## config.mk

```make
export PLATFORM = sky130hd
export DESIGN_NAME = gcol_pick
export DESIGN_NICKNAME = d
export VERILOG_FILES = /design/src/design/gcol_pkg.sv /design/src/design/gcol_pick.sv
export SDC_FILE = /design/constraint.sdc
export NUM_CORES = 1
export LEC_CHECK = 0
export BUFFER_PORTS_ARGS = -buffer_cell sky130_fd_sc_hd__buf_2
export CAP_MARGIN = 20
export CORE_ASPECT_RATIO = 0.9
export CORE_MARGIN = 4
export CORE_UTILIZATION = 42
export DETAILED_ROUTE_END_ITERATION = 8
export GPL_TIMING_DRIVEN = 0
export PLACE_DENSITY = 0.83
export SLEW_MARGIN = 10
export SYNTH_ARGS = -nofsm -noshare
export SYNTH_HDL_FRONTEND = slang
export SYNTH_SLANG_ARGS = --single-unit
```

## constraint.sdc

```tcl
create_clock -name clk -period 3.8 [get_ports clk]
set_input_delay 0.76 -clock clk [delete_from_list [all_inputs] [get_ports clk]]
set_output_delay 0.76 -clock clk [all_outputs]
set_load 0.02 [all_outputs]
```

## src/design/gcol_pkg.sv

```systemverilog
// ----------------------------------------------------------------------------
// gcol_pkg
// Shared types and fixed field widths for the greedy graph colourer.
// ----------------------------------------------------------------------------
package gcol_pkg;

  // fixed widths of the request and result fields
  localparam int VERTEX_W = 12;
  localparam int COLOR_W  = 8;
  localparam int USED_W   = 9;
  // wide enough to compare a vertex against the largest vertex limit
  localparam int MAXV_W   = 21;

  // request action codes
  localparam logic ACT_START    = 1'b0;
  localparam logic ACT_NEIGHBOR = 1'b1;

  // colour store sequencer
  typedef enum logic {
    ST_RUN,
    ST_CLEAR
  } phase_t;

  // gather stage control, one word per request in flight
  typedef struct packed {
    logic valid;   // request present in the gather stage
    logic start;   // start of a new colouring
    logic last;    // final neighbour request of a vertex
    logic mark;    // neighbour is coloured: mark its colour
  } bctl_t;

endpackage

```

## src/design/gcol_pick.sv

```systemverilog
// ----------------------------------------------------------------------------
// gcol_pick
// Pick the smallest free colour from the group summary, write it back to the
// store, track the highest colour and hold the result register.
// ----------------------------------------------------------------------------
module gcol_pick #(
  parameter int COLOR_LIMIT = 256,
  parameter int AW          = 12,
  parameter int CW          = 8,
  parameter int GW          = 4,
  parameter int NG          = 16
) (
  input  logic                              clk,
  input  logic                              rst,
  input  gcol_pkg::bctl_t                   bctl,
  input  logic [gcol_pkg::VERTEX_W-1:0]     load_vertex,
  input  logic                              load_vin,
  input  logic [NG-1:0]                     grp_full,
  input  logic [NG-1:0][GW-1:0]             grp_idx,
  output logic                              s1_busy,
  output logic                              wr_en,
  output logic [AW-1:0]                     wr_addr,
  output logic [CW-1:0]                     wr_color,
  output logic                              res_valid,
  input  logic                              res_ready,
  output logic [gcol_pkg::VERTEX_W-1:0]     colored_vertex,
  output logic [gcol_pkg::COLOR_W-1:0]      color,
  output logic [gcol_pkg::USED_W-1:0]       colors_used,
  output logic                              overflow
);

  logic                          s1_valid;
  logic [gcol_pkg::VERTEX_W-1:0] s1_vertex;
  logic                          s1_vin;
  logic [CW-1:0]                 highest;
  logic [CW-1:0]                 highest_next;
  logic                          found;
  logic [CW+GW-1:0]              cwide;
  logic [CW-1:0]                 pick;
  logic [CW:0]                   used;
  logic                          advance;

  always_comb begin
    found = 1'b0;
    cwide = '0;
    for (int g = NG - 1; g >= 0; g--) begin
      if (!grp_full[g]) begin
        found = 1'b1;
        cwide = ((CW+GW)'(g) << GW) | (CW+GW)'(grp_idx[g]);
      end
    end
    pick         = found ? cwide[CW-1:0] : CW'(COLOR_LIMIT - 1);
    highest_next = (pick > highest) ? pick : highest;
    used         = {1'b0, highest_next} + (CW+1)'(1);
  end

  assign advance  = s1_valid && (!res_valid || res_ready);
  assign s1_busy  = s1_valid;
  assign wr_en    = advance && s1_vin;
  assign wr_addr  = s1_vertex[AW-1:0];
  assign wr_color = pick;

  always_ff @(posedge clk) begin
    if (rst) begin
      s1_valid  <= 1'b0;
      res_valid <= 1'b0;
      highest   <= '0;
    end else begin
      if (bctl.valid && !bctl.start && bctl.last) begin
        s1_valid <= 1'b1;
      end else if (advance) begin
        s1_valid <= 1'b0;
      end
      if (advance) begin
        res_valid <= 1'b1;
      end else if (res_ready) begin
        res_valid <= 1'b0;
      end
      if (bctl.valid && bctl.start) begin
        highest <= '0;
      end else if (advance) begin
        highest <= highest_next;
      end
    end
  end

  always_ff @(posedge clk) begin
    if (bctl.valid && !bctl.start && bctl.last) begin
      s1_vertex <= load_vertex;
      s1_vin    <= load_vin;
    end
    if (advance) begin
      colored_vertex <= s1_vertex;
      color          <= gcol_pkg::COLOR_W'(pick);
      colors_used    <= gcol_pkg::USED_W'(used);
      overflow       <= !found;
    end
  end

endmodule

```

# After elaboration in Yosys (flattened, before gate mapping)
# Index checks and enable logic that the tools add are counted.
[word_totals]
reg_bits = 53
[classes]
magnitude_cmp = 1
n_reduce_logical = 12
mux = 38
n_addsub = 1
[ops]
columns = ["cell", "count"]
rows = [
  ["two-way mux 8 bit", 18],
  ["two-way mux 1 bit", 20],
  ["adder 8 x 1 -> 9 bit (second input constant)", 1],
  ["> comparator 8 bit", 1],
  ["logical AND 1 bit", 5],
  ["nonzero test 2 bit", 2],
  ["logical NOT 1 bit", 3],
  ["OR reduction 2 bit", 1],
  ["logical OR 1 bit", 1],
]

# Longest topological paths before layout
# Gate-level depths: netlist of run 1.
[logic_depth]
depth_word = 20
mapped_depth = 20
ltp_nobuf = 18

# Least setup slack after synthesis of run 1
# No wires, ideal clock.
[synth_timing]
path_type = "input -> register"
from = "in grp_full[4]"
to = "reg colors_used[4] (netlist bit) (data pin)"
required_time_ns = 3.531
cell_stages = 16
slack_ns = -0.603
setup_time_ns = 0.269
t_arrival_ns = 4.134
path_cell_list = "buf_1 > nand4_1 > o31ai_1 > nand2b_1 > a41oi_1 > ha_1 > nor2b_4 > o211ai_2 > a21oi_1 > o22ai_2 > buf_4 > mux2_2 > or2_1 > ha_1 > nand3_1 > xor2_1"
[synth_via]
elab_chain_cells = 9
elab_cells_between_ends = 14
cone_classes = "1 x add/sub; 1 x order compare; 12 x mux"
[synth_rtl]
columns = ["element", "line", "source"]
rows = [
  ["start, declared", "gcol_pick.sv:18", "input logic [NG-1:0] grp_full,"],
  ["two-way mux 8 bit or two-way mux 1 bit (tied branches) (5 in a row)", "gcol_pick.sv:47", "if (!grp_full[g]) begin"],
  ["two-way mux 8 bit *", "gcol_pick.sv:52", "pick = found ? cwide[CW-1:0] : CW'(COLOR_LIMIT - 1);"],
  ["via wr_color[1]", "gcol_pick.sv:23", "output logic [CW-1:0] wr_color,"],
  ["> comparator 8 bit", "gcol_pick.sv:53", "highest_next = (pick > highest) ? pick : highest;"],
  ["two-way mux 8 bit *", "gcol_pick.sv:53", ""],
  ["via highest_next[1]", "gcol_pick.sv:36", "logic [CW-1:0] highest_next;"],
  ["adder 8 x 1 -> 9 bit *", "gcol_pick.sv:54", "used = {1'b0, highest_next} + (CW+1)'(1);"],
  ["via used[4]", "gcol_pick.sv:40", "logic [CW:0] used;"],
  ["end signal, assigned", "gcol_pick.sv:95", "colors_used <= gcol_pkg::USED_W'(used);"],
  ["end, declared", "gcol_pick.sv:28", "output logic [gcol_pkg::USED_W-1:0] colors_used,"],
]
# Mark *: on every way through the listed nets, which the timed path passes. The rest lies on a longest branch.
# A chain may end at the register's enable or synchronous reset.

# Worst setup path in the final report of run 1
[layout_timing]
from = "in grp_full[8]"
to = "reg colors_used[2] (netlist bit) (data pin)"
[layout_via]
elab_chain_cells = 13
elab_cells_between_ends = 22
cone_classes = "1 x add/sub; 1 x order compare; 20 x mux"
[layout_rtl]
columns = ["element", "line"]
rows = [
  ["two-way mux 8 bit or two-way mux 1 bit (tied branches) (9 in a row)", "gcol_pick.sv:47"],
  ["two-way mux 8 bit *", "gcol_pick.sv:52"],
  ["> comparator 8 bit", "gcol_pick.sv:53"],
  ["two-way mux 8 bit *", "gcol_pick.sv:53"],
  ["via highest_next[1]", "gcol_pick.sv:36"],
  ["adder 8 x 1 -> 9 bit *", "gcol_pick.sv:54"],
  ["via used[2]", "gcol_pick.sv:40"],
]
# Marked as above.

==> results of run 1 <==
stage by stage:
stage	utilization (%)	instance area [um2]	std cells	worst slack, ns
after floorplan	-	3230	299	-0.168
after global placement	57.4	4100	543	-0.685
after detailed placement	57.7	4130	544	-0.697
after CTS	62.0	4430	562	0.00389
after global routing	68.3	4880	588	-0.298
final	68.3	4880	588	-0.135
sequential cells by signal, summed over array words and instances (netlist names), 8 cells and up:
signal	count
colored_vertex	12
wr_addr	12
colors_used	9
color	8
highest	8
what timing repair did:
action,4_1_cts,5_1_grt
setup endpoints to repair,8,12
pin swaps,22,33
gates cloned,0,3
endpoints found under the hold margin,0,0
gates resized for setup,30,58
setup buffers,13,22
layout make-up:
type | count | area (um2) | share of cell area (%)
Tap cell | 93 | 116 | 2.38
Clock inverter | 1 | 7.51 | 0.154
Inverter | 20 | 75.1 | 1.54
Sequential cell | 53 | 1490 | 30.6
Buffer | 9 | 93.8 | 1.92
Multi-Input combinational cell | 215 | 1870 | 38.3
Clock buffer | 7 | 76.3 | 1.56
Timing Repair Buffer | 190 | 1150 | 23.6
layer usage:
layer  wire length, um  global-route usage, %  up-vias
met1              3920                   24.3     1578
met5                 0                      0        -
met4               401                   4.32        0
met3               892                   3.25       54
li1                  -                      -     1513
met2              5600                   36.4      207
cells by family after synthesis:
group,after synthesis
mux,6
simple gates,119
compound gates,75
flops,53
buf+inv,31
fa+ha+maj,9
xor+xnor,6
report_power, final:
group	total (mW)	internal, mW	switching, mW	leakage, nW
logic	0.493	0.236	0.257	1.56
clock network	0.302	0.131	0.172	0.0385
registers	0.654	0.648	0.00590	0.471
total	1.45	1.01	0.434	2.07
layout by cell type (no fill, tap or decap), types with 5 or more instances in the layout:
cell type / Yosys / layout
a31oi_1: 11 / 8
nor2_1: 35 / 32
dfxtp_1: 10 / 10
o22ai_1: 12 / 6
a211oi_1: 5 / 5
clkbuf_8: 0 / 5
nand2b_1: 17 / 13
ha_1: 9 / 5
nand4_1: 5 / 5
buf_4: 3 / 35
edfxtp_1: 43 / 43
nand2_1: 15 / 15
a21oi_1: 19 / 14
nor2b_1: 5 / 5
nand2b_4: 0 / 5
inv_1: 19 / 17
nand3b_1: 12 / 12
nand3_1: 7 / 5
buf_2: 4 / 142
a21oi_2: 1 / 6
buf_6: 0 / 12
worst paths after layout:
check / cells past startpoint / endpoint / slack (ns)
worst max-delay path: 21 / colors_used[2] / -0.14
worst min register to register: 0 / colored_vertex[4] / 0.45
worst min-delay path: 0 / colored_vertex[4] / 0.45
worst max register to register: 12 / colors_used[2] / 1.09
worst max-delay path: stages:
cell      delay (ns)
buf_6           0.09
buf_6           0.12
nand3b_1        0.11
a311oi_2        0.36
nor3b_2         0.11
o31ai_4         0.08
nand2b_1        0.14
a41oi_4         0.25
inv_2           0.08
ha_4            0.17
nor2b_4         0.11
o211ai_2        0.10
a21oi_2         0.18
o22ai_4         0.09
buf_6           0.15
buf_6           0.11
mux2_4          0.30
or2_4           0.25
ha_4            0.18
buf_4           0.13
xor2_1          0.13
==> results.py, run 1 <==
metrics = {
    "die": {
        "fp-row-count": 29,
        "die_w_um": 98.9,
        "die_h_um": 89.8,
        "core_um2": 7150,
        "boundaryPins": 153,
        "die-area_um2": 8880,
        "start_util_pct": 43.7,
    },
    "power": {
        "p_leak_nw": 2.07,
        "power_density_nw_per_um2": 297,
        "power_mw": 1.45,
        "ir_worst_vdd_mv": 0.256,
    },
    "timing": {
        "fmax_ghz": 0.254,
        "rsz0062_at_grt": "true",
        "setup_ws_ns": -0.135,
        "holdWs_ns": 0.447,
        "hold_viol": 0,
        "finalSetupTns_ns": -0.550,
        "fin_worst_skew_ns": 0.00533,
        "slew_headroom_pct": 60.9,
        "tightest_slew_ns": 0.587,
        "finalSetupViolCount": 7,
        "fin_crit_ns": 3.94,
        "maxSlewViolCount": 0,
        "timing.final.crit_share_pct": 104,
    },
    "routing": {
        "via_count": 3352,
        "routed_wl_um": 10800,
        "firstDrtPassIters": 5,
        "drc": 0,
        "vias_per_cell": 5.70,
        "ant_nets": 0,
        "drt-initial-drc-count": 348,
        "avgRoutedWirePerCell_um": 18.4,
    },
    "setup_path": {
        "crit_path_max_fanout": 6,
        "cp.required_ns": 3.86,
        "cp-end-kind": "register",
        "crit_type": "primary input to register",
        "crit_path_start": "grp_full[8]",
        "critPathLaunchType": "primary input",
        "arrival_ns": 3.99,
        "timing.rr.start": "highest[5]",
    },
    "grt": {
        "antenna_found_initial": 0,
        "overflow": 0,
        "grt_usage_pct": 19.9,
        "grt_max_degree": 25,
        "grt_pass1_vias": 3009,
        "grt_pass1_wl_um": 14500,
    },
    "logic_synthesis": {
        "yosysMostFrequentCell": "edfxtp_1",
        "ys_dominant_reg_cell": "edfxtp_1",
        "synth_compound_area_share_pct": 17.7,
        "netlist.top_cell.by_area": "edfxtp_1",
        "synth_commonest_cells": "edfxtp_1 (43), nor2_1 (35), a21oi_1 (19), inv_1 (19), nand2b_1 (17)",
        "synth-seq-cells": 53,
        "synth_xor_area_share_pct": 1.68,
        "synth_warnings": 0,
        "synth_fp_nets": 408,
        "synth_cells": 299,
        "yosysUniqueCellTypes": 54,
        "synth_top_family_by_area": "simple AND/OR/NAND/NOR gates",
        "synthDominantCellAreaShare_pct": 41.3,
        "synth_area_leaders": "edfxtp_1 (41%), dfxtp_1 (6.4%), nor2_1 (4.2%)",
        "synth_fa_ha_area_share_pct": 3.60,
        "synthMuxAreaShare_pct": 2.12,
        "postSynthAreaPerCell_um2": 10.4,
        "synth.yosys.seq_area_share_pct": 47.7,
        "synth-async-reset-ratio_pct": 0,
        "synthesis.area_um2": 3120,
        "synthSimpleGateAreaFrac_pct": 22.9,
        "synth-edff-count": 43,
    },
    "clocking": {
        "numCtsBuffers": 5,
        "h-tree-depth": 2,
        "cts.sinks": 53,
        "holdBufCountCts": 0,
        "cts_root_buf": "clkbuf_8",
        "cts_tree": "done",
        "clkLatencyLatePin_ns": 0.30,
        "clk_path_buf_depth": 2,
        "cts.clk_slew.worst_paths_ns": 0.09,
    },
    "run": {
        "max_cap_violations": 0,
    },
    "cells_and_area": {
        "n_antenna_cell": 0,
        "nFillCells": 506,
        "area_growth_pct": 56.2,
        "drive_gt1_share_pct": 55.4,
        "nets": 603,
    },
    "hold_path": {
        "min_from": "wr_addr[4]",
        "hold_class": "register to register",
    },
    "placement": {
        "gp_congestion": 0.886,
        "portBuffers": 151,
        "dp_hpwl_um": 7100,
    },
    "status": {
        "violations": "negative setup slack",
        "status": "finished with violations",
    },
}
Power figures use the tool's default switching activity.
==> run 2: changes to the inputs <==
- CORE_UTILIZATION: 42 -> 30
- MAX_ROUTING_LAYER: unset -> met4
- PLACE_DENSITY: 0.83 -> 0.63
==> run 2 against run 1 <==
  * The flow still finishes with violations (negative setup slack)
  * Global-route usage fell by 3.8 points
  * Core utilization fell by 20 points
  * Sequential cell count did not move
  * Sequential share of layout area fell by 0.42 points
  * Cell area rose by 1.4%
  * Combinational power fell by 6.9%
  * Clock power rose by 53%
  * Non-clock buffer count fell by 6
  * Via count fell by 6.2%
  * Sequential power barely moved
  * Register-to-register slack improved by 0.04 ns
  * Worst setup slack improved by 0.044 ns
  * Critical endpoint is now colors_used[7]
  * Largest cell class unchanged
  * Largest power group unchanged
  * Highest routed layer unchanged
==> results.py, run 2 (synthesized netlist as in run 1, its figures left out) <==
metrics = {
    "setup_path": {
        "cp-end-kind": "register",
        "crit_slowest_cell": "or3_4",
        "cpPeakStageDelay_ns": 0.42,
        "cp.required_ns": 3.83,
        "crit_type": "primary input to register",
        "arrival_ns": 3.92,
        "critPathLaunchType": "primary input",
        "crit_chain": "buf_2 -> buf_6 -> o22ai_4 -> a311oi_2 -> nor3b_2 -> o31ai_4 -> nand2b_1 -> a41oi_4 -> ha_4 -> nor2b_4 -> o211ai_2 -> a21oi_2 -> o22ai_4 -> buf_6 -> mux2i_4 -> or3_4 -> and4bb_1 -> xnor2_1",
        "crit_path_max_fanout": 10,
        "r2r_setup_slack_ns": 1.13,
    },
    "status": {
        "status": "finished with violations",
        "violations": "negative setup slack",
    },
    "timing": {
        "slew_headroom_pct": 58.2,
        "holdWs_ns": 0.445,
        "finalSetupViolCount": 5,
        "rsz0062_at_grt": "true",
        "fmax_ghz": 0.257,
        "tightest_slew_ns": 0.623,
        "finalSetupTns_ns": -0.147,
        "maxSlewViolCount": 0,
        "hold_viol": 0,
        "fin_crit_ns": 3.89,
        "timing.final.crit_share_pct": 102,
        "setup_ws_ns": -0.0909,
        "fin_worst_skew_ns": 0.00800,
    },
    "die": {
        "die-area_um2": 12100,
        "start_util_pct": 30.6,
        "fp-row-count": 35,
        "boundaryPins": 153,
        "core_um2": 10200,
        "die_h_um": 105,
        "die_w_um": 116,
    },
    "placement": {
        "dp.cells": 580,
        "dp_hpwl_um": 7650,
        "gp_congestion": 0.872,
        "portBuffers": 151,
    },
    "cells_and_area": {
        "nFillCells": 951,
        "drive_gt1_share_pct": 53.8,
        "n_antenna_cell": 0,
        "final_cell_mix": "buf_2 (145), edfxtp_1 (43), buf_4 (31)",
        "ff_latch_area_um2": 1490,
        "multi_input_comb_area_um2": 1890,
        "area_growth_pct": 58.4,
        "final_common_cell": "buf_2",
        "fin_cells": 618,
        "nets": 597,
    },
    "grt": {
        "grt_max_degree": 24,
        "grt_pass1_vias": 3133,
        "antenna_found_initial": 0,
        "overflow": 0,
        "grt_pass1_wl_um": 15100,
        "grt_usage_pct": 16.1,
    },
    "run": {
        "max_cap_violations": 0,
    },
    "clocking": {
        "cts_tree": "done",
        "cts_root_buf": "clkbuf_16",
        "numCtsBuffers": 5,
        "cts.clk_slew.worst_paths_ns": 0.07,
        "h-tree-depth": 2,
        "clkLatencyLatePin_ns": 0.29,
        "cts.sinks": 53,
        "clk_path_buf_depth": 2,
    },
    "routing": {
        "avgRoutedWirePerCell_um": 16.4,
        "ant_nets": 0,
        "firstDrtPassIters": 4,
        "routed_wl_um": 10100,
        "via_count": 3143,
        "drc": 0,
        "drt-initial-drc-count": 156,
        "vias_per_cell": 5.09,
    },
    "power": {
        "power_density_nw_per_um2": 318,
        "p_leak_nw": 2.06,
        "power_mw": 1.58,
        "ir_worst_vdd_mv": 0.199,
    },
    "hold_path": {
        "hold_class": "register to register",
    },
}
## run 2: layer usage
layer | vias up | track usage [%] | routed length (um)
met3 | 20 | 2.49 | 539
met4 | 0 | 4.36 | 184
met5 | - | - | 0
met2 | 112 | 27.2 | 5290
met1 | 1500 | 19.9 | 4130
li1 | 1511 | - | -
## run 2: critical path, delay by kind of cell
kind / cells / cell delay (ns)
AND/OR/NAND/NOR: 5 / 1.25
AO/OA/AOI/OAI: 7 / 0.90
adder cells (fa/ha/maj): 1 / 0.30
multiplexers: 1 / 0.20
XOR/XNOR: 1 / 0.09
buffers and inverters: 3 / 0.41
## run 2: worst paths after layout
check                    from           endpoint  cells after the start
setup / recovery  grp_full[7]     colors_used[7]                     18
hold / removal     wr_addr[3]  colored_vertex[3]                      0
setup reg to reg   highest[5]     colors_used[7]                     10
hold reg to reg    wr_addr[3]  colored_vertex[3]                      0
## run 2: cell type report
cell class	instances	share of cell area, %
Sequential cell	53	30.1
Clock inverter	2	0.354
Tap cell	129	3.26
Clock buffer	6	2.81
Buffer	10	2.07
Timing Repair Buffer	183	21.7
Inverter	20	1.52
Multi-Input combinational cell	215	38.1
## run 2: what timing repair did
| item | in CTS | in global routing |
|---|---|---|
| endpoints found under the setup margin | 9 | 9 |
| setup buffers | 18 | 10 |
| gates resized for setup | 46 | 30 |
| cloned | 1 | 1 |
| endpoints found under the hold margin | 0 | 0 |
| pin swaps | 24 | 16 |
| hold buffers | 0 | 0 |
## run 2: report_power, final
group	switching, mW	internal, mW	leakage (nW)	total [mW]
combinational	0.243	0.215	1.51	0.459
clock	0.197	0.266	0.0775	0.462
sequential	0.00604	0.649	0.471	0.655
## run 2: metrics by stage
| stage | worst slack [ns] | util [%] | cell area [um2] |
|---|---|---|---|
| CTS | -0.0572 | 46.1 | 4710 |
| detailed placement | -0.793 | 40.9 | 4170 |
| finish | -0.0909 | 48.5 | 4950 |
| global placement | -0.762 | 40.6 | 4150 |
| global route | -0.224 | 48.5 | 4950 |
| floorplan | -0.168 | - | 3230 |
==> run 3: changes to the inputs <==
- SETUP_SLACK_MARGIN: unset -> 0.2
==> run 3 against run 2 <==
  * The flow still finishes with violations (negative setup slack)
  * Core utilization grew 1.3 points
  * Combinational power is 4.6% higher
  * Worst setup slack improved by 0.050 ns
  * Routed wire length down 1.1%
  * Global-route usage decreased by 0.21 points
  * Clock-buffer cell count decreased by 1
  * Sequential share of layout area decreased by 0.81 points
  * Final cell count rose by 1.6%
  * Highest routed layer unchanged
==> results.py, run 3 (synthesized netlist as in run 1, its figures left out) <==
metrics = {
    "timing": {
        "fin_worst_skew_ns": 0.0101,
        "timing.final.crit_share_pct": 101,
        "fin_crit_ns": 3.84,
        "finalSetupTns_ns": -0.146,
        "holdWs_ns": 0.443,
        "slew_headroom_pct": 51.3,
        "tightest_slew_ns": 0.729,
        "finalSetupViolCount": 5,
        "setup_ws_ns": -0.0408,
        "maxSlewViolCount": 0,
        "hold_viol": 0,
        "rsz0062_at_grt": "true",
        "fmax_ghz": 0.260,
    },
    "placement": {
        "portBuffers": 151,
        "gp_congestion": 0.862,
        "dp_hpwl_um": 7460,
        "post-place-ws_ns": -0.752,
    },
    "grt": {
        "overflow": 0,
        "grt_max_degree": 23,
        "antenna_found_initial": 0,
        "grt_pass1_vias": 3103,
        "grt_pass1_wl_um": 15100,
        "grt_usage_pct": 15.9,
    },
    "setup_path": {
        "reg2regPathDepth": 12,
        "cp-end-kind": "register",
        "r2r_setup_slack_ns": 1.11,
        "crit_path_max_fanout": 7,
        "reg2reg_to": "colors_used[6]",
        "critPathLaunchType": "primary input",
        "crit_type": "primary input to register",
        "crit_path_start": "grp_full[12]",
        "cp.required_ns": 3.83,
        "timing.rr.start": "highest[5]",
        "arrival_ns": 3.87,
    },
    "clocking": {
        "h-tree-depth": 2,
        "cts_tree": "done",
        "numCtsBuffers": 5,
        "cts.clk_slew.worst_paths_ns": 0.07,
        "cts.sinks": 53,
        "clk_path_buf_depth": 2,
        "cts_root_buf": "clkbuf_16",
        "clkLatencyLatePin_ns": 0.29,
    },
    "die": {
        "die_w_um": 116,
        "die-area_um2": 12100,
        "core_um2": 10200,
        "boundaryPins": 153,
        "start_util_pct": 30.6,
        "fp-row-count": 35,
        "die_h_um": 105,
    },
    "cells_and_area": {
        "area_growth_pct": 62.8,
        "final_common_cell": "buf_2",
        "drive_gt1_share_pct": 55.9,
        "n_antenna_cell": 0,
        "post-route-util_pct": 49.8,
        "nets": 607,
        "final_cell_mix": "buf_2 (143), edfxtp_1 (43), buf_4 (37)",
    },
    "status": {
        "violations": "negative setup slack",
        "status": "finished with violations",
    },
    "power": {
        "power_density_nw_per_um2": 311,
        "p_leak_nw": 2.12,
        "ir_worst_vdd_mv": 0.210,
    },
    "routing": {
        "avgRoutedWirePerCell_um": 16.0,
        "drt-initial-drc-count": 147,
        "drc": 0,
        "firstDrtPassIters": 4,
        "routed_wl_um": 10000,
        "vias_per_cell": 5.01,
        "via_count": 3145,
        "ant_nets": 0,
    },
    "hold_path": {
        "holdPathEnd": "colored_vertex[9]",
        "min_from": "wr_addr[9]",
        "hold_class": "register to register",
        "min_delay_path_depth": 0,
    },
    "run": {
        "max_cap_violations": 0,
    },
}
==> run 3: cell types whose count changed in the layout (fill, tap and decap cells not counted), sizes merged <==
cell,before,now
clkinvlp,0,1
buf,189,198
==> run 3: final cells by class <==
cell class / count / area [um2]
fillers: 914 / 5120
multi-input cells: 215 / 1930
repair buffers: 192 / 1160
clock inverters: 3 / 21.3
clock buffers: 5 / 125
plain buffers: 11 / 124
well taps: 129 / 161
inverters: 20 / 75.1
flip-flops and latches: 53 / 1490
==> run 3: metal layers <==
| metal | share of wire [%] | vias to the layer above | wire (um) | GRT usage [%] |
|---|---|---|---|---|
| met4 | 0.82 | 0 | 82 | 3.02 |
| met3 | 4.0 | 8 | 398 | 2.08 |
| met2 | 53 | 82 | 5320 | 27.3 |
| met1 | 42 | 1529 | 4240 | 20.1 |
| met5 | 0 | - | 0 | - |
| li1 | - | 1526 | - | - |
==> run 3: where the power goes <==
part           switching [mW]  internal (mW)  leakage [nW]
combinational           0.247          0.233          1.58
clock                   0.202          0.245        0.0702
sequential            0.00597          0.648         0.471
total                   0.455           1.13          2.12
==> run 3: how the worst max path moves through the flow <==
stage	cells after the start	endpoint	slack, ns
after CTS	20	colors_used[7]	-0.11
final	19	colors_used[6]	-0.04
after floorplan	17	colors_used[2]	-0.17
after detailed placement	18	colors_used[7]	-0.75
after global routing	18	colors_used[7]	-0.15
after global placement	18	colors_used[7]	-0.76
==> run 3: through the flow <==
step | cell area [um2] | power, mW | cells
final | 5090 | 1.58 | 628
after global routing | 5090 | 1.66 | 628
after CTS | 4780 | 1.54 | 611
after detailed placement | 4170 | 1.01 | 580
after global placement | 4150 | 1.01 | 579
after floorplan | 3230 | 0.886 | 299
==> run 3: repair_timing <==
item / CTS / global route
cloned: 0 / 1
pin swaps: 24 / 24
endpoints found under the hold margin: 0 / 0
hold buffers: 0 / 0
buffers inserted: 23 / 16
endpoints found under the setup margin: 13 / 12
resized for setup: 57 / 37
==> run 3: critical path, cell delays in order <==
cell and delay (ns):
buf_6 0.11, nand3b_1 0.20, a31oi_4 0.21, a21oi_4 0.07, o31ai_4 0.26, nand2b_1 0.13
a41oi_4 0.24, ha_4 0.24, nor2b_4 0.12, o211ai_2 0.14, a21oi_2 0.09, o22ai_4 0.14
buf_6 0.17, buf_6 0.10, mux2_4 0.29, or2_4 0.27, ha_4 0.18, nand4_1 0.08
xor2_1 0.07
